[config.mk]
export PLATFORM = sky130hd
export DESIGN_NAME = four_digit_seven_segment_serial_driver_core
export DESIGN_NICKNAME = d
export VERILOG_FILES = /design/src/hw/rtl/fdsd_pkg.sv /design/src/hw/rtl/fdsd_digit_split.sv /design/src/hw/rtl/fdsd_phase_gen.sv /design/src/hw/rtl/fdsd_out_skid.sv /design/src/hw/rtl/four_digit_seven_segment_serial_driver_core.sv
export SDC_FILE = /design/constraint.sdc
export NUM_CORES = 1
export LEC_CHECK = 0
export ABC_CLOCK_PERIOD_IN_PS = 7700
export BUFFER_PORTS_ARGS = -buffer_cell sky130_fd_sc_hd__buf_2
export CAP_MARGIN = 20
export CORE_UTILIZATION = 55
export CTS_CLUSTER_DIAMETER = 40
export DETAILED_ROUTE_END_ITERATION = 10
export GPL_ROUTABILITY_DRIVEN = 0
export GPL_TIMING_DRIVEN = 0
export PLACE_DENSITY_LB_ADDON = 0.15
export RECOVER_POWER = 25
export SLEW_MARGIN = 20
export SYNTH_ARGS = -nofsm -noshare
export SYNTH_HDL_FRONTEND = slang
export SYNTH_SLANG_ARGS = --single-unit
[constraint.sdc]
create_clock -name aclk -period 7.7 [get_ports aclk]
set_input_delay 1.54 -clock aclk [delete_from_list [all_inputs] [get_ports aclk]]
set_output_delay 1.54 -clock aclk [all_outputs]
set_load 0.1 [all_outputs]
[src/hw/rtl/fdsd_pkg.sv]
`timescale 1ns / 1ps
`default_nettype none
// ----------------------------------------------------------------------------
// fdsd_pkg
// Shared types and constants of the four-digit seven-segment serial driver.
// ----------------------------------------------------------------------------
package fdsd_pkg;

    localparam int PHASE_W = 8;

    // Command bytes of the three frames.
    localparam logic [7:0] CMD_DATA = 8'h40;
    localparam logic [7:0] CMD_ADDR = 8'hC0;
    localparam logic [7:0] CMD_CTRL = 8'h88;

    // A short frame is start, one byte with its ack, and stop.
    localparam int START_LEN   = 3;
    localparam int STOP_LEN    = 3;
    localparam int BYTE_SLOT   = 18;
    localparam int SHORT_FRAME = START_LEN + BYTE_SLOT + STOP_LEN;

    // x / 18 == (x * 57) >> 10 for every 8-bit x.
    localparam int DIV18_MUL   = 57;
    localparam int DIV18_SHIFT = 10;

    // x / 10 == (x * 52429) >> 19 for every 16-bit x.
    localparam logic [15:0] DIV10_MUL = 16'd52429;
    localparam int          DIV10_SHIFT = 19;

    typedef struct packed {
        logic clk;
        logic dio;
    } fdsd_pins_t;

    typedef struct packed {
        logic busy;
        logic dio;
        logic clk;
    } fdsd_result_t;

    function automatic logic [7:0] seg_code(input logic [3:0] digit);
        logic [7:0] code;
        unique case (digit)
            4'h0: code = 8'h3f;
            4'h1: code = 8'h06;
            4'h2: code = 8'h5b;
            4'h3: code = 8'h4f;
            4'h4: code = 8'h66;
            4'h5: code = 8'h6d;
            4'h6: code = 8'h7d;
            4'h7: code = 8'h07;
            4'h8: code = 8'h7f;
            4'h9: code = 8'h6f;
            4'ha: code = 8'h77;
            4'hb: code = 8'h7c;
            4'hc: code = 8'h39;
            4'hd: code = 8'h5e;
            4'he: code = 8'h79;
            4'hf: code = 8'h71;
        endcase
        return code;
    endfunction

endpackage
`default_nettype wire

[src/hw/rtl/fdsd_digit_split.sv]
`timescale 1ns / 1ps
`default_nettype none
// ----------------------------------------------------------------------------
// fdsd_digit_split
// Splits a loaded number into decimal digits, one digit per clock cycle.
// ----------------------------------------------------------------------------
module fdsd_digit_split
    import fdsd_pkg::*;
#(
    parameter int DIGITS = 4
) (
    input  wire logic                    aclk,
    input  wire logic                    aresetn,
    input  wire logic                    start_i,
    input  wire logic [15:0]             value_i,
    output logic      [DIGITS-1:0][3:0]  digits_o
);

    localparam int CNT_W = (DIGITS > 1) ? $clog2(DIGITS) : 1;

    logic [15:0]            val_reg;
    logic [15:0]            val_next;
    logic [CNT_W-1:0]       idx_reg;
    logic [CNT_W-1:0]       idx_next;
    logic                   active_reg;
    logic                   active_next;
    logic [DIGITS-1:0][3:0] digits_reg;
    logic [DIGITS-1:0][3:0] digits_next;
    logic [31:0]            prod;
    logic [15:0]            quot;
    logic [3:0]             rem;

    assign prod = 32'(val_reg) * 32'(DIV10_MUL);
    assign quot = 16'(prod >> DIV10_SHIFT);
    assign rem  = 4'(val_reg - 16'(quot * 16'd10));

    always_comb begin
        val_next    = val_reg;
        idx_next    = idx_reg;
        active_next = active_reg;
        digits_next = digits_reg;
        if (start_i) begin
            val_next    = value_i;
            idx_next    = '0;
            active_next = 1'b1;
        end else if (active_reg) begin
            for (int i = 0; i < DIGITS; i++) begin
                if (idx_reg == CNT_W'(i)) begin
                    digits_next[i] = rem;
                end
            end
            val_next = quot;
            idx_next = CNT_W'(idx_reg + 1'b1);
            if (idx_reg == CNT_W'(DIGITS - 1)) begin
                active_next = 1'b0;
            end
        end
    end

    always_ff @(posedge aclk) begin
        if (!aresetn) begin
            idx_reg    <= '0;
            active_reg <= 1'b0;
            digits_reg <= '0;
        end else begin
            idx_reg    <= idx_next;
            active_reg <= active_next;
            digits_reg <= digits_next;
        end
        val_reg <= val_next;
    end

    assign digits_o = digits_reg;

endmodule
`default_nettype wire

[src/hw/rtl/fdsd_phase_gen.sv]
`timescale 1ns / 1ps
`default_nettype none
// ----------------------------------------------------------------------------
// fdsd_phase_gen
// Maps a waveform phase number to the clock and data pin levels.
// ----------------------------------------------------------------------------
module fdsd_phase_gen
    import fdsd_pkg::*;
#(
    parameter int DIGITS = 4
) (
    input  wire logic [PHASE_W-1:0]     phase_i,
    input  wire logic [DIGITS-1:0][3:0] digits_i,
    input  wire logic [2:0]             brightness_i,
    output fdsd_pins_t                  pins_o
);

    localparam int MID_FRAME = 2 * START_LEN + BYTE_SLOT * (1 + DIGITS);

    localparam logic [1:0] FRAME_DATA = 2'd0;
    localparam logic [1:0] FRAME_DISP = 2'd1;
    localparam logic [1:0] FRAME_CTRL = 2'd2;

    logic [PHASE_W-1:0] p;
    logic [PHASE_W-1:0] q;
    logic [PHASE_W-1:0] q3;
    logic [PHASE_W-1:0] len;
    logic [PHASE_W-1:0] stop_pos;
    logic [PHASE_W-1:0] k;
    logic [PHASE_W-1:0] r;
    logic [13:0]        prod;
    logic [1:0]         frame;
    logic [3:0]         digit;
    logic [7:0]         byte_val;

    always_comb begin
        p = PHASE_W'(phase_i - 1'b1);
        priority if (p < PHASE_W'(SHORT_FRAME)) begin
            frame = FRAME_DATA;
            q     = p;
            len   = PHASE_W'(SHORT_FRAME);
        end else if (p < PHASE_W'(SHORT_FRAME + MID_FRAME)) begin
            frame = FRAME_DISP;
            q     = PHASE_W'(p - PHASE_W'(SHORT_FRAME));
            len   = PHASE_W'(MID_FRAME);
        end else begin
            frame = FRAME_CTRL;
            q     = PHASE_W'(p - PHASE_W'(SHORT_FRAME + MID_FRAME));
            len   = PHASE_W'(SHORT_FRAME);
        end

        stop_pos = PHASE_W'(len - PHASE_W'(STOP_LEN));
        q3       = PHASE_W'(q - PHASE_W'(START_LEN));
        prod     = 14'(q3) * 14'(DIV18_MUL);
        k        = PHASE_W'(prod >> DIV18_SHIFT);
        r        = PHASE_W'(q3 - PHASE_W'(k * PHASE_W'(BYTE_SLOT)));

        // Digit bytes go out most significant digit first.
        digit = '0;
        for (int i = 0; i < DIGITS; i++) begin
            if (k == PHASE_W'(DIGITS - i)) begin
                digit = digits_i[i];
            end
        end

        unique case (frame)
            FRAME_DATA: byte_val = CMD_DATA;
            FRAME_DISP: byte_val = (k == '0) ? CMD_ADDR : seg_code(digit);
            default:    byte_val = CMD_CTRL + 8'(brightness_i);
        endcase

        priority if (q < PHASE_W'(START_LEN)) begin
            pins_o.clk = (q != PHASE_W'(2));
            pins_o.dio = (q == '0);
        end else if (q >= stop_pos) begin
            pins_o.clk = (q != stop_pos);
            pins_o.dio = (q == PHASE_W'(stop_pos + PHASE_W'(2)));
        end else if (r < PHASE_W'(16)) begin
            pins_o.clk = r[0];
            pins_o.dio = byte_val[r[3:1]];
        end else begin
            // Acknowledge slot: data held low, clock low then high.
            pins_o.clk = r[0];
            pins_o.dio = 1'b0;
        end
    end

endmodule
`default_nettype wire

[src/hw/rtl/fdsd_out_skid.sv]
`timescale 1ns / 1ps
`default_nettype none
// ----------------------------------------------------------------------------
// fdsd_out_skid
// Result register with a skid slot so the input side keeps flowing.
// ----------------------------------------------------------------------------
module fdsd_out_skid
    import fdsd_pkg::*;
(
    input  wire logic          aclk,
    input  wire logic          aresetn,
    input  wire logic          in_valid_i,
    output logic               in_ready_o,
    input  wire fdsd_result_t  in_data_i,
    output logic               out_valid_o,
    input  wire logic          out_ready_i,
    output fdsd_result_t       out_data_o
);

    logic         out_valid_reg;
    logic         out_valid_next;
    logic         skid_valid_reg;
    logic         skid_valid_next;
    fdsd_result_t out_reg;
    fdsd_result_t out_next;
    fdsd_result_t skid_reg;
    fdsd_result_t skid_next;
    logic         take;

    assign in_ready_o = !skid_valid_reg;
    assign take       = in_valid_i && !skid_valid_reg;

    always_comb begin
        out_valid_next  = out_valid_reg;
        skid_valid_next = skid_valid_reg;
        out_next        = out_reg;
        skid_next       = skid_reg;
        if (!out_valid_reg || out_ready_i) begin
            if (skid_valid_reg) begin
                out_next        = skid_reg;
                out_valid_next  = 1'b1;
                skid_valid_next = 1'b0;
            end else begin
                out_next       = in_data_i;
                out_valid_next = take;
            end
        end else if (take) begin
            skid_next       = in_data_i;
            skid_valid_next = 1'b1;
        end
    end

    always_ff @(posedge aclk) begin
        if (!aresetn) begin
            out_valid_reg  <= 1'b0;
            skid_valid_reg <= 1'b0;
        end else begin
            out_valid_reg  <= out_valid_next;
            skid_valid_reg <= skid_valid_next;
        end
        out_reg  <= out_next;
        skid_reg <= skid_next;
    end

    assign out_valid_o = out_valid_reg;
    assign out_data_o  = out_reg;

endmodule
`default_nettype wire

[src/hw/rtl/four_digit_seven_segment_serial_driver_core.sv]
`timescale 1ns / 1ps
`default_nettype none
// ----------------------------------------------------------------------------
// four_digit_seven_segment_serial_driver_core
// Two-wire display writer: a load arms a three-frame sequence, each tick
// transfer advances it by one phase and reports the pin levels.
// ----------------------------------------------------------------------------
//  Channel   Direction  Contents
//  s_axis    in         tuser: operation (0 tick, 1 load); tdata: value
//  m_axis    out        tdata: clk_level, dio_level, busy_res
//  cfg       in         brightness write, no read-back
//
// One transfer is taken per clock cycle while the skid slot is empty; each yields one result transfer,
// set by the phase counter and pin registers updated in the cycle of the
// transfer. The result waits in an output register with one skid slot.
// Digits are split one per cycle after a load, well before any is sent.
// Reset is synchronous, active low, and leaves both pins high and idle.
// ----------------------------------------------------------------------------
module four_digit_seven_segment_serial_driver_core
    import fdsd_pkg::*;
#(
    parameter int DIGITS = 4
) (
    input  wire logic        aclk,
    input  wire logic        aresetn,
    input  wire logic        s_axis_tvalid,
    output logic             s_axis_tready,
    input  wire logic [15:0] s_axis_tdata,   // [15:0] value
    input  wire logic [0:0]  s_axis_tuser,   // [0] operation
    output logic             m_axis_tvalid,
    input  wire logic        m_axis_tready,
    output logic      [7:0]  m_axis_tdata,   // [0] clk_level, [1] dio_level, [2] busy_res
    input  wire logic        cfg_wr_en,
    input  wire logic [2:0]  cfg_wr_data
);

    localparam int MID_FRAME    = 2 * START_LEN + BYTE_SLOT * (1 + DIGITS);
    localparam int TOTAL_PHASES = 2 * SHORT_FRAME + MID_FRAME;

    logic [PHASE_W-1:0]     phase_reg;
    logic [PHASE_W-1:0]     phase_next;
    logic                   clk_reg;
    logic                   clk_next;
    logic                   dio_reg;
    logic                   dio_next;
    logic [2:0]             brightness_reg;
    logic                   accept;
    logic                   idle;
    logic                   load_start;
    logic                   tick;
    logic [DIGITS-1:0][3:0] digits;
    fdsd_pins_t             pins;
    fdsd_result_t           result;
    fdsd_result_t           out_data;

    assign accept     = s_axis_tvalid && s_axis_tready;
    assign idle       = (phase_reg == '0);
    assign load_start = accept && s_axis_tuser[0] && idle;
    assign tick       = accept && !s_axis_tuser[0] && !idle;

    fdsd_digit_split #(
        .DIGITS (DIGITS)
    ) u_split (
        .aclk     (aclk),
        .aresetn  (aresetn),
        .start_i  (load_start),
        .value_i  (s_axis_tdata),
        .digits_o (digits)
    );

    fdsd_phase_gen #(
        .DIGITS (DIGITS)
    ) u_phase (
        .phase_i      (phase_reg),
        .digits_i     (digits),
        .brightness_i (brightness_reg),
        .pins_o       (pins)
    );

    always_comb begin
        phase_next = phase_reg;
        clk_next   = clk_reg;
        dio_next   = dio_reg;
        if (load_start) begin
            phase_next = PHASE_W'(1);
        end else if (tick) begin
            clk_next = pins.clk;
            dio_next = pins.dio;
            if (phase_reg >= PHASE_W'(TOTAL_PHASES)) begin
                phase_next = '0;
            end else begin
                phase_next = PHASE_W'(phase_reg + 1'b1);
            end
        end
    end

    always_ff @(posedge aclk) begin
        if (!aresetn) begin
            phase_reg      <= '0;
            clk_reg        <= 1'b1;
            dio_reg        <= 1'b1;
            brightness_reg <= '0;
        end else begin
            phase_reg <= phase_next;
            clk_reg   <= clk_next;
            dio_reg   <= dio_next;
            if (cfg_wr_en) begin
                brightness_reg <= cfg_wr_data;
            end
        end
    end

    assign result.clk  = clk_next;
    assign result.dio  = dio_next;
    assign result.busy = (phase_next != '0);

    fdsd_out_skid u_out (
        .aclk        (aclk),
        .aresetn     (aresetn),
        .in_valid_i  (s_axis_tvalid),
        .in_ready_o  (s_axis_tready),
        .in_data_i   (result),
        .out_valid_o (m_axis_tvalid),
        .out_ready_i (m_axis_tready),
        .out_data_o  (out_data)
    );

    assign m_axis_tdata = {5'b0, out_data.busy, out_data.dio, out_data.clk};

endmodule
`default_nettype wire
# Word-level counts from Yosys, hierarchy flattened
# Memories as Yosys holds them, arrays and structs flattened.
# Cells that the tools add are included.
# totals
ff_bits,56
rom_bits,112
out_inout_bits,10
n_memories,1
# mem_list
name,depth,word_bits,rd,rd_ports_with_merged_regs,wr,line,source
(no name shown),16,7,1,0,0,fdsd_pkg.sv:43,unique case (digit)
# classes
add_sub_neg,11
mul,4
order_cmp,7
n_eq_ne,11
n_mux,31
bitwise_logic,3
n_reduce_logical,24
# op_table
operator,n
8-bit two-way mux,7
"16-bit by 16-bit multiplier with 32-bit output, second input constant",1
16-bit two-way mux,2
8-bit zero test,3
"8-bit by 5-bit < comparator with 1-bit output, second input constant",2
4-bit two-way mux,4
8-bit case mux with 2 select lines,1
"8-bit by 2-bit subtractor with 8-bit output, second input constant",2
"8-bit by 6-bit multiplier with 14-bit output, second input constant",1
"13-bit by 3-bit multiplier with 3-bit output, second input constant",1
3-bit AND reduction,4
1-bit two-way mux,10
"8-bit by 1-bit adder with 8-bit output, second input constant",1
"8-bit by 2-bit adder with 8-bit output, second input constant",1
"8-bit by 3-bit adder with 8-bit output, first input constant",1
"4-bit by 2-bit == test with 1-bit output, second input constant",2
8-bit == test,1
8-bit greater-or-equal comparator,1
"8-bit greater-or-equal comparator, second input constant",1
"8-bit by 2-bit < comparator with 1-bit output, second input constant",1
"8-bit by 7-bit < comparator with 1-bit output, second input constant",1
2-bit two-way mux,4
"8-bit by 2-bit inequality test with 1-bit output, second input constant",1
8-bit inequality test,1
24 further kinds,37

# Depth between registers and ports, before layout
# An unclocked memory read counts as a cell.
# depth
word_depth,22
mapped_depth,34
mapped_depth_nobuf,32

# Hierarchy
# A second synthesis with hierarchy kept.
# unflattened
cells_unflattened,1030
hier_area_um2,9703.1
# modules_own_cells
mod,instances,cells_per_inst,area_each_um2,seq_area_each_um2
fdsd_digit_split,1,603,6043.3,860.8
fdsd_phase_gen,1,318,2553.7,0.0
four_digit_seven_segment_serial_driver_core,1,92,803.3,260.2
fdsd_out_skid,1,17,302.8,220.2

# Least setup slack after synthesis
# No wires, ideal clock.
# synth_timing
path_kind,reg2reg
from,reg phase_reg[0]
to,"reg u_out.out_reg, in the netlist u_out.out_data_o[1], data pin"
arrival_time_ns,8.068
slack_ns,-0.522
stages_incl_launch_ff,34
path_buffers,2
synth_period_minus_slack_ns,8.222
path_cell_list,dfxtp_1 buf_2 inv_1 ha_1 clkbuf_1 nor3b_1 nand2_1 xor2_1 o311ai_2 mux2i_1 xor2_1 inv_1 ha_1 ha_1 ha_1 ha_1 or3_1 a41o_1 o211a_2 nor3_2 or2_2 inv_1 ha_1 fa_1 inv_1 a21oi_1 maj3_2 maj3_1 maj3_2 xnor2_1 a31oi_1 or2_2 a221o_1 a31oi_1
# synth_between
elab_chain_cells,22
word_cells_on_any_way,48
cone_classes,7 x add/sub; 2 x mul; 5 x order compare; 6 x eq/ne; 20 x mux; 7 x reduce/logical; 1 x memory
# synth_rtl
element,line,source
from (decl),four_digit_seven_segment_serial_driver_core.sv:40,logic [PHASE_W-1:0] phase_reg;
from (signal assigned),four_digit_seven_segment_serial_driver_core.sv:104,phase_reg <= phase_next;
"parallel branches: the longest is 20 deep, another holds 8-bit by 6-bit multiplier with 14-bit output",n/a,
1-bit two-way mux *,four_digit_seven_segment_serial_driver_core.sv:84,if (load_start) begin
3-bit two-way mux *,fdsd_out_skid.sv:39,if (skid_valid_reg) begin
to (signal assigned),fdsd_out_skid.sv:61,out_reg <= out_next;
to (decl),fdsd_out_skid.sv:24,fdsd_result_t out_reg;
# Mark *: on every way between the ends. The select of a mux whose other input is x is not followed.
# A chain may end at the register's enable or synchronous reset.

# Worst setup path in the final report
# layout_timing
from,reg phase_reg[3]
to,"reg u_out.out_reg, in the netlist u_out.out_data_o[1], data pin"
# The elaborated chain is that of the path after synthesis.

==> implementation parameters <==
Parameter                              Value

Global routing
  Maximum number of pins on one net before global-route repair    18
  Vias in the first global route    approximately 7200
  Total track usage    a little over a quarter
  Global-route wire length before repair    36210 um
  Number of antenna violations at the first check in global routing    0
  Leftover overflow at the end of global routing    0

Clock tree
  Clock-pin slew reported for the worst setup and hold paths after clock tree synthesis    0.07 ns
  CTS sink count    between 50 and 60
  Cts-stage hold buffer count    0
  Clock buffers created by TritonCTS    5
  Clock Tree Buf Depth    2
  Clock latency at the later pin of the worst-skew pair    0.31 ns
  Root buffer cell    sky130_fd_sc_hd__clkbuf_16
  CTS HTree Levels    2
  TritonCTS clock tree    built

Timing
  Final Hold Vio Count    0
  Endpoints failing setup    0
  Period utilisation layout    98.72%
  Min Tclk post-route    7.601 ns
  Worst setup margin    slightly below 0.1 ns
  RSZ-0062 raised after global routing    yes
  Transition time at the pin with the least slew margin    about 1 ns
  Smallest hold slack    between 0.5 and 0.6 ns
  Clk_skew    approximately 0.010 ns
  Max-slew headroom    roughly 34%
  Highest attainable clock frequency    about 0.13 GHz
  Final Max Slew Viols    0

Critical path
  Setup crit start    phase_reg[3]
  Worst-path fanout max    5
  Critical-path cell with the highest stage delay    sky130_fd_sc_hd__or4_4
  Crit path DAT    7.75 ns
  Worst setup SP type    register
  Delay of the slowest cell on the worst path    around 0.57 ns
  Count of buffering cells on the critical path with inverters included    3
  Cell type group with the largest total delay on the critical path    adder cells
  Worst setup path category    reg2reg
  Required time of the critical path    between 7 and 8 ns
  Endpoint kind of the worst setup timing path    register
  Critical R2R Launch    phase_reg[3]

Yosys
  Share of the synthesized area in the top cell type    between 20 and 25%
  Register area share after synthesis    14.40%
  Leading post-synthesis cells by cell area    sky130_fd_sc_hd__ha_1 (24%), sky130_fd_sc_hd__fa_1 (19%), sky130_fd_sc_hd__inv_1 (7.3%), sky130_fd_sc_hd__dfxtp_1 (7.3%), sky130_fd_sc_hd__edfxtp_1 (7.1%)
  Mean instance size in the synthesized netlist    about 9 um^2
  Number of instances in the synthesized netlist    1009
  Syn. warnings    0
  Cell types with the highest counts after synthesis    sky130_fd_sc_hd__ha_1 (182), sky130_fd_sc_hd__inv_1 (182), sky130_fd_sc_hd__fa_1 (87)
  Leading area contributor after synthesis    sky130_fd_sc_hd__ha_1
  Share of synthesized registers carrying an async set or reset    0%
  Post-synthesis share of cell area spent on xor and xnor gates    about 5.2%
  Distinct cell type count after synthesis    between 80 and 90
  Synth Area in Compound Gates    12.33%
  Post-synthesis mux area share    ~2.5%
  Largest family of logic cells by synthesized area    adder cells
  Fraction of the mapped netlist area in adder cells    43.59%
  Area fraction in and, or, nand and nor cells after synthesis    between 10% and 20%
  Flop and latch count out of synthesis    56
  Flip-flop cell with the highest count after synthesis    sky130_fd_sc_hd__dfxtp_1
  Combined area of all synthesized cells    9318 um^2
  EDFF count, synth    22

Job
  Max Cap Viol    0

Route
  1st-iter DRT viols    336
  Total wire length after detailed routing    about 22000 um
  DRT antenna net count    0
  Number of remaining DRC errors    0
  Count of vias placed by the detailed router    ~7000
  Number of iterations in the first detailed-routing pass    5
  Average detailed-routed wire length per instance    16.56 um
  Post-DR vias/cell    approximately 5.5

Min path
  Classification of the worst-slack hold path    reg2reg
  Source of the worst hold timing path    dio_reg

Die
  Effective utilization at floorplan    56.19%
  Die outline width    approximately 130 um
  Die outline area    17470 um^2
  Count of pins on the block boundary    35
  Standard cell core area    16580 um^2
  Row count    47
  DIE HEIGHT    roughly 130 um

Placed design
  DP Wirelength    between 15000 and 20000 um
  Port bufs    29
  Dpl ws    -0.8437 ns

Final layout
  Number of antenna cells inserted    0
  Share of cells above drive strength 1    16.80%
  End-of-flow core utilization    approximately 64%
  Number of nets in the layout    about 1400
  Area overhead of the layout relative to synthesis    14.70%

Status
  Result of the run    completed
-- cell usage in the layout (no fill, tap or decap), types with 6 or more instances in the layout --
cell / synthesis / routed
sky130_fd_sc_hd__o211ai_1: 11 / 11
sky130_fd_sc_hd__conb_1: 2 / 6
sky130_fd_sc_hd__and3_1: 8 / 8
sky130_fd_sc_hd__a21o_1: 12 / 12
sky130_fd_sc_hd__a31oi_1: 10 / 10
sky130_fd_sc_hd__nand3_1: 20 / 18
sky130_fd_sc_hd__edfxtp_1: 22 / 22
sky130_fd_sc_hd__nand2_1: 42 / 40
sky130_fd_sc_hd__buf_2: 3 / 30
sky130_fd_sc_hd__nor2_1: 47 / 45
sky130_fd_sc_hd__and2_1: 12 / 12
sky130_fd_sc_hd__nand2b_1: 10 / 10
sky130_fd_sc_hd__buf_4: 5 / 51
sky130_fd_sc_hd__dfxtp_1: 34 / 30
sky130_fd_sc_hd__nand4_1: 12 / 12
sky130_fd_sc_hd__inv_1: 182 / 173
sky130_fd_sc_hd__ha_1: 182 / 176
sky130_fd_sc_hd__fa_1: 87 / 86
sky130_fd_sc_hd__inv_2: 0 / 7
sky130_fd_sc_hd__xor2_1: 18 / 13
sky130_fd_sc_hd__nor2b_1: 22 / 21
sky130_fd_sc_hd__xnor2_2: 0 / 8
sky130_fd_sc_hd__o21ai_0: 28 / 29
sky130_fd_sc_hd__o31ai_1: 9 / 9
sky130_fd_sc_hd__a21oi_1: 32 / 30
sky130_fd_sc_hd__xnor2_1: 33 / 24
sky130_fd_sc_hd__nor3_1: 20 / 19
sky130_fd_sc_hd__mux2i_1: 21 / 19
sky130_fd_sc_hd__clkbuf_1: 18 / 14
-- kinds of logic (layout without fill, tap and decap cells) --
logic type                 after synthesis  after routing
AOI/OAI and AO/OA                      161            161
xor gates and xnor gates                53             53
adders and majority gates              273            273
buffers and inverters                  211            293
DFF                                     56             56
muxes                                   23             23
other                                    2              6
and+or+nand+nor                        230            230
-- worst reg2reg max path, delay by kind of cell (launching register included) --
| kind | cells | cell delay (ns) |
|---|---|---|
| compound gates | 7 | 1.59 |
| xor+xnor | 3 | 0.56 |
| fa+ha+maj | 9 | 2.46 |
| buf+inv | 3 | 0.22 |
| flops | 1 | 0.36 |
| mux | 1 | 0.36 |
| simple gates | 6 | 1.92 |
-- layer usage --
metal	global-route usage [%]	vias to the layer above	routed length, um
li1	-	3602	-
met1	37.12	3434	10360
met2	43.03	149	10260
met3	3.460	23	870
met4	5.491	0	286
met5	0	-	0
-- layout make-up --
cell class | instances | area (um^2)
multi-input cells | 746 | 7571
repair buffers | 77 | 511.7
inverters | 182 | 690.7
fillers | 1425 | 5896
clock inverters | 2 | 16.27
well taps | 220 | 275.3
clock buffers | 6 | 128.9
flip-flops and latches | 56 | 1351
plain buffers | 26 | 142.6
-- stage by stage --
stage          setup TNS [ns]  area [um^2]  instances
2_1_floorplan               0         9443       1013
3_3_place_gp           -2.329         9863       1262
3_5_place_dp           -2.243         9863       1262
4_1_cts                     0        10410       1292
5_1_grt               -0.1969        10690       1315
6_report                    0        10690       1315
-- repair_timing --
item | CTS | global route
endpoints found under the setup margin | 3 | 3
pin swaps | 32 | 21
resized for setup | 42 | 31
setup buffers | 24 | 24
-- worst paths after layout --
kind / to / slack, ns / depth (start not counted)
worst max-delay path: u_out.out_data_o[1] / 0.1 / 29
worst min-delay path: dio_reg / 0.52 / 2
worst max register to register: u_out.out_data_o[1] / 0.1 / 29
worst min register to register: dio_reg / 0.52 / 2
Power is not shown: default switching activity piles up to over one toggle a cycle in this logic, so the estimate is an artifact.
